--- src/design/pac_pkg.sv ---
`timescale 1ns / 1ps
// ----------------------------------------------------------------------------
// pac_pkg: shared types and constants
// Request codes, result codes, item structs and the control interface types
// of the pretrigger audio capture controller.
// ----------------------------------------------------------------------------
package pac_pkg;

	typedef enum logic [2:0] {
		REQ_SAMPLE, REQ_ARM, REQ_START, REQ_FINISH,
		REQ_CANCEL, REQ_DISCARD, REQ_TICK, REQ_READ
	} req_t;

	localparam logic [1:0] MODE_IDLE  = 2'd0;
	localparam logic [1:0] MODE_ARMED = 2'd1;
	localparam logic [1:0] MODE_REC   = 2'd2;
	localparam logic [1:0] MODE_CLIP  = 2'd3;

	localparam logic [1:0] STOP_NONE   = 2'd0;
	localparam logic [1:0] STOP_FINISH = 2'd1;
	localparam logic [1:0] STOP_MAX    = 2'd2;
	localparam logic [1:0] STOP_CANCEL = 2'd3;

	localparam int CFG_W     = 19;
	localparam int CFG_IDX_W = 2;
	localparam logic [CFG_IDX_W-1:0] CFG_PREROLL = 2'd0;
	localparam logic [CFG_IDX_W-1:0] CFG_MAXCLIP = 2'd1;
	localparam logic [CFG_IDX_W-1:0] CFG_DELAY   = 2'd2;

	localparam logic [14:0] RST_PREROLL = 15'd16000;
	localparam logic [18:0] RST_MAXCLIP = 19'd160000;
	localparam logic [15:0] RST_DELAY   = 16'd220;

	localparam logic [6:0]  PCT_MAX   = 7'd100;
	localparam logic [23:0] PCT_MUL   = 24'd100;
	localparam int          PCT_SHIFT = 15;

	typedef struct packed {
		req_t               req_type;
		logic signed [15:0] pcm_sample;
		logic               chunk_end;
		logic               with_preroll;
		logic [17:0]        read_index;
	} in_item_t;

	typedef struct packed {
		logic               status;
		logic [1:0]         mode_state;
		logic               preview_on;
		logic               clip_present;
		logic [18:0]        recorded_count;
		logic [6:0]         level_percent;
		logic [1:0]         stop_cause;
		logic signed [15:0] read_sample;
		logic               read_valid;
	} out_item_t;

	typedef enum logic [2:0] {ST_IDLE, ST_EXEC, ST_DIV, ST_MUL, ST_LOAD} ctrl_state_t;

	typedef struct packed {
		logic capture;
		logic exec;
		logic div_step;
		logic mul;
		logic load;
	} cmd_t;

	typedef struct packed {
		logic div_needed;
		logic out_free;
	} sts_t;

endpackage

--- src/design/pac_ctrl.sv ---
`timescale 1ns / 1ps
// ----------------------------------------------------------------------------
// pac_ctrl: sequencing state machine
// Accepts items, steps the level divider and loads the result register.
// ----------------------------------------------------------------------------
module pac_ctrl import pac_pkg::*; #(
	parameter int DIV_STEPS = 28
) (
	input  logic clk,
	input  logic arst_n,
	input  logic in_valid,
	output logic in_stall,
	input  sts_t sts,
	output cmd_t cmd
);

	localparam int CNT_W = $clog2(DIV_STEPS);
	localparam logic [CNT_W-1:0] CNT_LAST = CNT_W'(DIV_STEPS - 1);

	ctrl_state_t state_q, state_nxt;
	logic [CNT_W-1:0] cnt_q;

	always_ff @(posedge clk or negedge arst_n) begin
		if (!arst_n) begin
			state_q <= ST_IDLE;
			cnt_q   <= '0;
		end else begin
			state_q <= state_nxt;
			if (state_q == ST_DIV) begin
				cnt_q <= (cnt_q == CNT_LAST) ? '0 : cnt_q + 1'b1;
			end
		end
	end

	always_comb begin
		state_nxt = state_q;
		cmd       = '0;
		in_stall  = 1'b1;
		case (state_q)
			ST_IDLE: begin
				in_stall = 1'b0;
				if (in_valid) begin
					cmd.capture = 1'b1;
					state_nxt   = ST_EXEC;
				end
			end
			ST_EXEC: begin
				cmd.exec  = 1'b1;
				state_nxt = sts.div_needed ? ST_DIV : ST_LOAD;
			end
			ST_DIV: begin
				cmd.div_step = 1'b1;
				if (cnt_q == CNT_LAST) begin
					state_nxt = ST_MUL;
				end
			end
			ST_MUL: begin
				cmd.mul   = 1'b1;
				state_nxt = ST_LOAD;
			end
			ST_LOAD: begin
				if (sts.out_free) begin
					cmd.load  = 1'b1;
					in_stall  = 1'b0;
					if (in_valid) begin
						cmd.capture = 1'b1;
						state_nxt   = ST_EXEC;
					end else begin
						state_nxt = ST_IDLE;
					end
				end
			end
			default: state_nxt = ST_IDLE;
		endcase
	end

	a_div_count: assert property (@(posedge clk) disable iff (!arst_n)
		(state_q != ST_DIV) |-> (cnt_q == '0)) else $error("divider count stray");
	a_exec_after_capture: assert property (@(posedge clk) disable iff (!arst_n)
		cmd.capture |=> (state_q == ST_EXEC)) else $error("capture not executed");
	a_mul_then_load: assert property (@(posedge clk) disable iff (!arst_n)
		cmd.mul |=> (state_q == ST_LOAD)) else $error("level not followed by load");

endmodule

--- config.mk ---
export PLATFORM = sky130hd
export DESIGN_NAME = pac_ctrl
export DESIGN_NICKNAME = d
export VERILOG_FILES = /design/src/design/pac_pkg.sv /design/src/design/pac_ctrl.sv
export SDC_FILE = /design/constraint.sdc
export NUM_CORES = 1
export LEC_CHECK = 0
export ABC_AREA = 1
export BUFFER_PORTS_ARGS = -buffer_cell sky130_fd_sc_hd__buf_2
export CELL_PAD_IN_SITES_DETAIL_PLACEMENT = 1
export CELL_PAD_IN_SITES_GLOBAL_PLACEMENT = 1
export CORE_AREA = 8 8 47 49
export DETAILED_ROUTE_END_ITERATION = 12
export DIE_AREA = 0 0 55 57
export PLACE_DENSITY_LB_ADDON = 0.3
export SETUP_SLACK_MARGIN = 0.2
export SLEW_MARGIN = 20
export SYNTH_ARGS = -nofsm -noshare
export SYNTH_HDL_FRONTEND = slang
export SYNTH_SLANG_ARGS = --single-unit
--- constraint.sdc ---
create_clock -name clk -period 1.6 [get_ports clk]
set_clock_uncertainty 0.15 [all_clocks]
set_input_delay 0.16 -clock clk [delete_from_list [all_inputs] [get_ports clk]]
set_output_delay 0.16 -clock clk [all_outputs]
set_load 0.005 [all_outputs]
**Word-level counts from Yosys, hierarchy flattened**

Index checks and enable logic that the tools add are counted.

- Add/subtract/negate cells: 1
- Equal/unequal tests: 8
- Reduce and logical (&&, ||, !) cells: 2
- Mux-type cells: 17

Operators with widths:

| kind | number |
|---|---|
| 3-bit case mux with 5 select lines | 1 |
| 3-bit 2-to-1 mux | 4 |
| 1-bit 2-to-1 mux | 9 |
| 3-bit by 2-bit equality test with 1-bit output, second input constant | 2 |
| 5-bit by 1-bit adder with 5-bit output, second input constant | 1 |
| 5-bit equality test, second input constant | 1 |
| 5-bit 2-to-1 mux | 1 |
| 2-bit != test, second input constant | 2 |
| 1-bit case mux with 2 select lines | 2 |
| 3-bit by 1-bit equality test with 1-bit output, second input constant | 1 |
| 3-bit equality test, second input constant | 1 |
| 3-bit logical NOT | 1 |
| 3-bit AND reduction | 1 |
| 2-bit by 1-bit != test with 1-bit output, second input constant | 1 |

- Word-level logic and storage cells: 30
- Input port bits: 5
- Register bits after elaboration: 8
- Output and inout bits: 6

**Depth between registers and ports, before layout**

Gate-level depths: netlist of the first run.

- Depth after elaboration: 3
- Gate-level depth with buffers: 6
- Depth with buffers taken out: 6

**Worst setup path after synthesis of the first run**

Ideal clock, no wire load.

- Path kind: reg2reg
- From: reg cnt_q[0]
- To: reg state_q[0]
- Arrival time: 911 ps
- Setup slack: 425 ps
- Required time: 1336 ps
- Stages on the path, launching flop included: 6
- Buffers on the path: 0
- Clock period less this slack: 1175 ps
- Setup time: 114 ps
- Cell sequence: dfrtp_1 ha_1 nand4_1 nand2_2 nand2_1 nor2_2

- Longest elaborated chain between the ends: 3

Ends and longest elaborated chain:

| what | RTL line | RTL |
|---|---|---|
| start, declared | pac_ctrl.sv:21 | `logic [CNT_W-1:0] cnt_q;` |
| start signal, assigned | pac_ctrl.sv:30 | `cnt_q <= (cnt_q == CNT_LAST) ? '0 : cnt_q + 1'b1;` |
| 5-bit equality test | pac_ctrl.sv:53 | `if (cnt_q == CNT_LAST) begin` |
| 2-bit by 1-bit != test with 1-bit output (no source line) | n/a |  |
| 3-bit AND reduction (no source line) | n/a |  |
| end signal, assigned | pac_ctrl.sv:28 | `state_q <= state_nxt;` |
| end, declared | pac_ctrl.sv:20 | `ctrl_state_t state_q, state_nxt;` |

No other way between the ends.
A chain may end at the register's enable or synchronous reset.

==> flow_metrics.env, run 1 <==
export IMPL_fillerInstances=202
export IMPL_initial_core_util=0.296
export IMPL_cpLargestDelayFamily="flip-flops"
export IMPL_startpoint="state_q[1]$_DFFE_PN0P_"
export IMPL_final_common_cell="nand2_1"
export IMPL_syn_nets=69
export IMPL_critPathMaxStageDelay_ps=450
export IMPL_startpoint_type="flop"
export IMPL_grt_pass1_wl_mm=2.13
export IMPL_overflow=0
export IMPL_ant_nets=0
export IMPL_comb_power_share=0.497
export IMPL_maxCapViolations=0
export IMPL_clock_sinks=8
export IMPL_root_buffer="clkbuf_4"
export IMPL_fmax_ghz=0.676
export IMPL_port_buffers=10
export IMPL_antenna_found_initial=0
export IMPL_cp_arrival_ps=1170
export IMPL_path_cells="nor2_4 -> nand2_2 -> nor2_2 -> buf_2"
export IMPL_num_rows=15
export IMPL_slew_viol_final=0
export IMPL_period_share=0.925
export IMPL_gp_congestion=0.783
export IMPL_power_density_nw_per_um2=1620
export IMPL_worst_pin_slew_ps=211
export IMPL_core_sq_um=1580
export IMPL_grt_usage=0.0902
export IMPL_cts_tree="yes"
export IMPL_syn_area_per_cell_sq_um=7.41
export IMPL_num_io_pins=11
export IMPL_p_leak_nw=0.333
export IMPL_synth_ff_type="dfrtp_1"
export IMPL_hpwl_um=901
export IMPL_h_tree_depth=1
export IMPL_drc=0
export IMPL_r2r_start="state_q[1]$_DFFE_PN0P_"
export IMPL_p_sw_w=0.000476
export IMPL_clkLatencyLatePin_ps=260
export IMPL_end_kind="output pin"
export IMPL_fin_tns_setup_ps=0
export IMPL_synthArstFlopShare=1.00
export IMPL_final_cell_mix="12 x nand2_1, 9 x buf_2, 8 x inv_1, 6 x nor2_1"
export IMPL_die_area_sq_um=3140
export IMPL_grt_max_degree=9
export IMPL_setup_viol=0
export IMPL_die_x_um=55
export IMPL_yosysWarnings=0
export IMPL_seqPwrFrac=0.356
export IMPL_max_slew_margin=0.859
export IMPL_num_vias=470
export IMPL_wirelength_mm=1.28
export IMPL_p_sw_frac=0.439
export IMPL_cp_data_required_time_ps=1290
export IMPL_syn_to_final_growth_pct=43.2
export IMPL_first_global_vias=490
export IMPL_outcome="completed"
export IMPL_via_per_inst=4.70
export IMPL_cp_max_fo=5
export IMPL_drtPass1Iterations=2
export IMPL_p_int_w=0.000608
export IMPL_worstHoldStart="sts[0]"
export IMPL_drive_above_1_share=0.434
export IMPL_peakVddDrop_v=0.000743
export IMPL_syn_inst=63
export IMPL_ys_types=17
export IMPL_dr_first_iter_drc_count=2
export IMPL_pwr_share_clk=0.148
export IMPL_wl_per_cell_um=12.8
export IMPL_seq_area_frac_synth=0.429
export IMPL_hold_viol_final=0
export IMPL_min_path_type="input port to flop"
export IMPL_grt_setup_unrepaired="true"
export IMPL_antenna_cells=0
export IMPL_critPathKind="flop to output pin"
export IMPL_netlist_area_sq_um=467
export IMPL_power_w=0.00108
export IMPL_die_y_um=57
export IMPL_cp_num_buf_inv=1
export IMPL_nets=91
export IMPL_crit_slowest_cell="dfrtp_2"
export IMPL_synth_edf_count=0
export IMPL_period_needed_ps=1480
export IMPL_cts_buffers=3
export IMPL_cts_buffer_depth=2
export IMPL_clkTransAtPathRegs_ps=60
export IMPL_synth_seq_cells=8
## area by class of cell
| class | count | area [sq um] | area share |
|---|---|---|---|
| Clock buffer | 3 | 22.5 | 0.0337 |
| Inverter | 11 | 48.8 | 0.0730 |
| Multi-Input combinational cell | 44 | 258 | 0.386 |
| Sequential cell | 8 | 204 | 0.305 |
| Tap cell | 17 | 21.3 | 0.0318 |
| Timing Repair Buffer | 17 | 114 | 0.170 |
## worst register-to-register path: stages, from the launching register on
cell and delay, ps:
dfrtp_2 450, nor2_4 180, nand2_2 80, buf_4 130, buf_4 120, o21a_1 100
nor2_2 90
## worst paths after layout
kind | end | slack (ps) | cells after the start
worst max-delay path | cmd[4] | 120 | 4
worst min-delay path | state_q[2]$_DFFE_PN0P_ | 60 | 4
worst max register to register | state_q[0]$_DFFE_PN0P_ | 220 | 6
worst min register to register | cnt_q[4]$_DFFE_PN0P_ | 380 | 2
max in group asynchronous | state_q[0]$_DFFE_PN0P_ | 960 | 2
min in group asynchronous | cnt_q[4]$_DFFE_PN0P_ | 140 | 2
## state kept, by name (all words and copies together) (netlist names)
name / cells
state_q: 3
cnt_q: 5
## logic make-up after synthesis
kind of cell	after synthesis	share of synthesized area
AOI/OAI and AO/OA	7	0.0885
adders and majority gates	1	0.0268
buffers and inverters	11	0.0939
DFF	8	0.429
and+or+nand+nor	36	0.362
## metal layers
layer	up-vias	share of wire	routed length, um	GRT usage
li1	239	-	-	-
met1	220	0.44	563	0.110
met2	9	0.49	630	0.131
met3	2	0.060	77	0.0545
met4	0	0.0070	9	0.0206
met5	-	0	0	0
## power by group through the flow
stage          sequential, W  combinational (W)  clock (W)
2_1_floorplan       0.000337           0.000295          0
3_3_place_gp        0.000357           0.000404          0
3_5_place_dp        0.000362           0.000411          0
4_1_cts             0.000371           0.000475   0.000172
5_1_grt             0.000397           0.000604   0.000180
6_report            0.000385           0.000539   0.000160
## synth_stat cells (2+ instances only)
library cell | number | area share
nand2_1 | 15 | 0.12
nor2_1 | 9 | 0.072
dfrtp_1 | 8 | 0.43
inv_1 | 8 | 0.064
nand3_1 | 4 | 0.043
o21ai_1 | 3 | 0.032
inv_2 | 2 | 0.016
nand4_1 | 2 | 0.027
nor2_2 | 2 | 0.027
nor3_1 | 2 | 0.021
o21ai_0 | 2 | 0.021
## what timing repair did
action,4_1_cts,5_1_grt
endpoints found under the setup margin,6,6
pin swaps,3,3
endpoints found under the hold margin,9,0
cloned,0,0
resized for setup,7,9
hold buffers,2,0
setup buffers,3,2
## per-stage QoR
stage	area, sq um	utilization	hold slack, ps	cells	setup slack, ps
after global routing	668	0.424	65.5	100	47.5
final	668	0.424	63.3	100	121
after global placement	538	0.341	-128	90	338
after detailed placement	538	0.341	-129	90	329
after CTS	619	0.393	60.8	98	152
after floorplan	467	-	-286	63	425
No activity file was read; power rests on OpenSTA's default activity.
==> run 2, diff against run 1 <==
==> constraint.sdc (replaced) <==
create_clock -name clk -period 1.6 [get_ports clk]
set_clock_uncertainty 0.15 [all_clocks]
set_input_delay 0.48 -clock clk [delete_from_list [all_inputs] [get_ports clk]]
set_output_delay 0.48 -clock clk [all_outputs]
set_load 0.005 [all_outputs]
==> run 2 against run 1 <==
The flow now finishes with violations (negative setup slack). Worst hold slack improved by 270 ps. Global-route usage rose by 0.42 points. Total power fell by 5.0%. Non-clock buffer count did not move. Clock power fell by 7%. Critical path type unchanged. Critical endpoint unchanged. Largest power group unchanged. Highest routed layer is now met3.
==> flow_metrics.env, run 2 (synthesized netlist as in run 1, its figures left out) <==
export IMPL_min_path_type="input port to flop"
export IMPL_peakVddDrop_v=0.000616
export IMPL_clkLatencyLatePin_ps=250
export IMPL_grt_usage=0.0945
export IMPL_first_global_vias=547
export IMPL_cp_arrival_ps=1100
export IMPL_fmax_ghz=0.578
export IMPL_die_y_um=57
export IMPL_grt_max_degree=9
export IMPL_fin_util=0.410
export IMPL_fin_tns_setup_ps=-596
export IMPL_hold_viol_final=0
export IMPL_regMostFlops="cnt_q"
export IMPL_worstHoldStart="sts[1]"
export IMPL_min_path_cells=3
export IMPL_cts_buffer_depth=2
export IMPL_die_x_um=55
export IMPL_gp_congestion=0.709
export IMPL_antenna_cells=0
export IMPL_rrSetupSlack_ps=300
export IMPL_dp_slack_ps=-45.1
export IMPL_slew_viol_final=0
export IMPL_drive_above_1_share=0.434
export IMPL_setup_ws_ps=-130
export IMPL_clkTransAtPathRegs_ps=50
export IMPL_final_common_cell="nand2_1"
export IMPL_nets=91
export IMPL_num_vias=480
export IMPL_grt_pass1_wl_mm=2.23
export IMPL_r2r_start="cnt_q[1]$_DFFE_PN0P_"
export IMPL_wl_per_cell_um=12.0
export IMPL_p_leak_nw=0.328
export IMPL_cts_tree="yes"
export IMPL_hpwl_um=934
export IMPL_startpoint="state_q[0]$_DFFE_PN0P_"
export IMPL_cp_num_buf_inv=1
export IMPL_wirelength_mm=1.20
export IMPL_cp_max_fo=5
export IMPL_end_kind="output pin"
export IMPL_power_density_nw_per_um2=1590
export IMPL_maxCapViolations=0
export IMPL_path_cells="nor2_4 -> nand2_2 -> nor2_1 -> buf_2"
export IMPL_critPathMaxStageDelay_ps=430
export IMPL_period_share=1.08
export IMPL_rr_worst_depth=5
export IMPL_num_rows=15
export IMPL_largest_reg_flops=5
export IMPL_route_met3_wl_um=9
export IMPL_top_regs="cnt_q x5, state_q x3"
export IMPL_setup_viol=6
export IMPL_timing_hold_ws_ps=335
export IMPL_crit_slowest_cell="dfrtp_2"
export IMPL_ant_nets=0
export IMPL_num_io_pins=11
export IMPL_via_per_inst=4.80
export IMPL_cts_buffers=3
export IMPL_dr_first_iter_drc_count=1
export IMPL_hold_end="state_q[1]$_DFFE_PN0P_"
export IMPL_grt_setup_unrepaired="true"
export IMPL_violations="negative setup slack"
export IMPL_fillerInstances=218
export IMPL_critPathKind="flop to output pin"
export IMPL_highest_layer="met3"
export IMPL_cp_data_required_time_ps=970
export IMPL_power_w=0.00103
export IMPL_h_tree_depth=1
export IMPL_max_slew_margin=0.875
export IMPL_port_buffers=10
export IMPL_overflow=0
export IMPL_startpoint_type="flop"
export IMPL_wl_met2_um=670
export IMPL_drc=0
export IMPL_initial_core_util=0.296
export IMPL_final_cell_mix="14 x nand2_1, 10 x buf_2, 7 x inv_1, 7 x nor2_1, 6 x buf_4"
export IMPL_drtPass1Iterations=4
export IMPL_period_needed_ps=1730
export IMPL_outcome="finished, violations left"
export IMPL_antenna_found_initial=0
export IMPL_worst_pin_slew_ps=187
export IMPL_die_area_sq_um=3140
export IMPL_clock_sinks=8
export IMPL_drt_met1_wl_um=516
export IMPL_cpLargestDelayFamily="flip-flops"
export IMPL_core_sq_um=1580
export IMPL_syn_to_final_growth_pct=38.6
export IMPL_root_buffer="clkbuf_4"
export IMPL_timing_rr_end="state_q[0]$_DFFE_PN0P_"
-- run 2: cell count changes in the layout (fill, tap and decap cells not counted), moves of 2 or more --
cell / delta
inv_4: -2
nand2_1: +2
nand2_2: -2
inv_2: +3
-- run 2: area by class of cell --
cell class              instances  area (sq um)  area share
multi-input cells              44           250       0.387
flip-flops and latches          8           204       0.315
repair buffers                 17           105       0.162
inverters                      11          43.8      0.0677
clock buffers                   3          22.5      0.0348
well taps                      17          21.3      0.0329
-- run 2: worst min-delay path: stages --
cell,delay (ps)
buf_2,100
inv_1,60
o21ai_1,60
-- run 2: how the worst max path moves through the flow --
stage	end	depth (start not counted)	slack (ps)
floorplan	in_stall	3	210
global placement	in_stall	5	-10
detailed placement	in_stall	5	-50
CTS	cmd[4]	4	-160
global route	cmd[0]	4	-200
finish	cmd[4]	4	-130
-- run 2: where the power goes --
group,switching [W],total [W],internal (W)
clock,0.0000631,0.000149,0.0000855
sequential,0.0000894,0.000365,0.000276
combinational,0.000287,0.000516,0.000229
total,0.000440,0.00103,0.000590
-- run 2: metrics by stage --
stage | cells | instance area [sq um]
4_1_cts | 100 | 639
2_1_floorplan | 63 | 467
5_1_grt | 100 | 647
3_5_place_dp | 93 | 561
6_report | 100 | 647
3_3_place_gp | 93 | 561
-- run 2: repair_timing --
action	4_1_cts	5_1_grt
buffers inserted	3	0
setup endpoints to repair	6	7
pin swaps	3	1
endpoints found under the hold margin	8	0
hold buffers	1	0
resized for setup	7	4
-- run 2: routing by layer --
layer / global-route usage / up-vias
li1: - / 240
met1: 0.105 / 237
met2: 0.154 / 3
met3: 0.0182 / 0
met4: 0.0619 / 0
met5: 0 / -
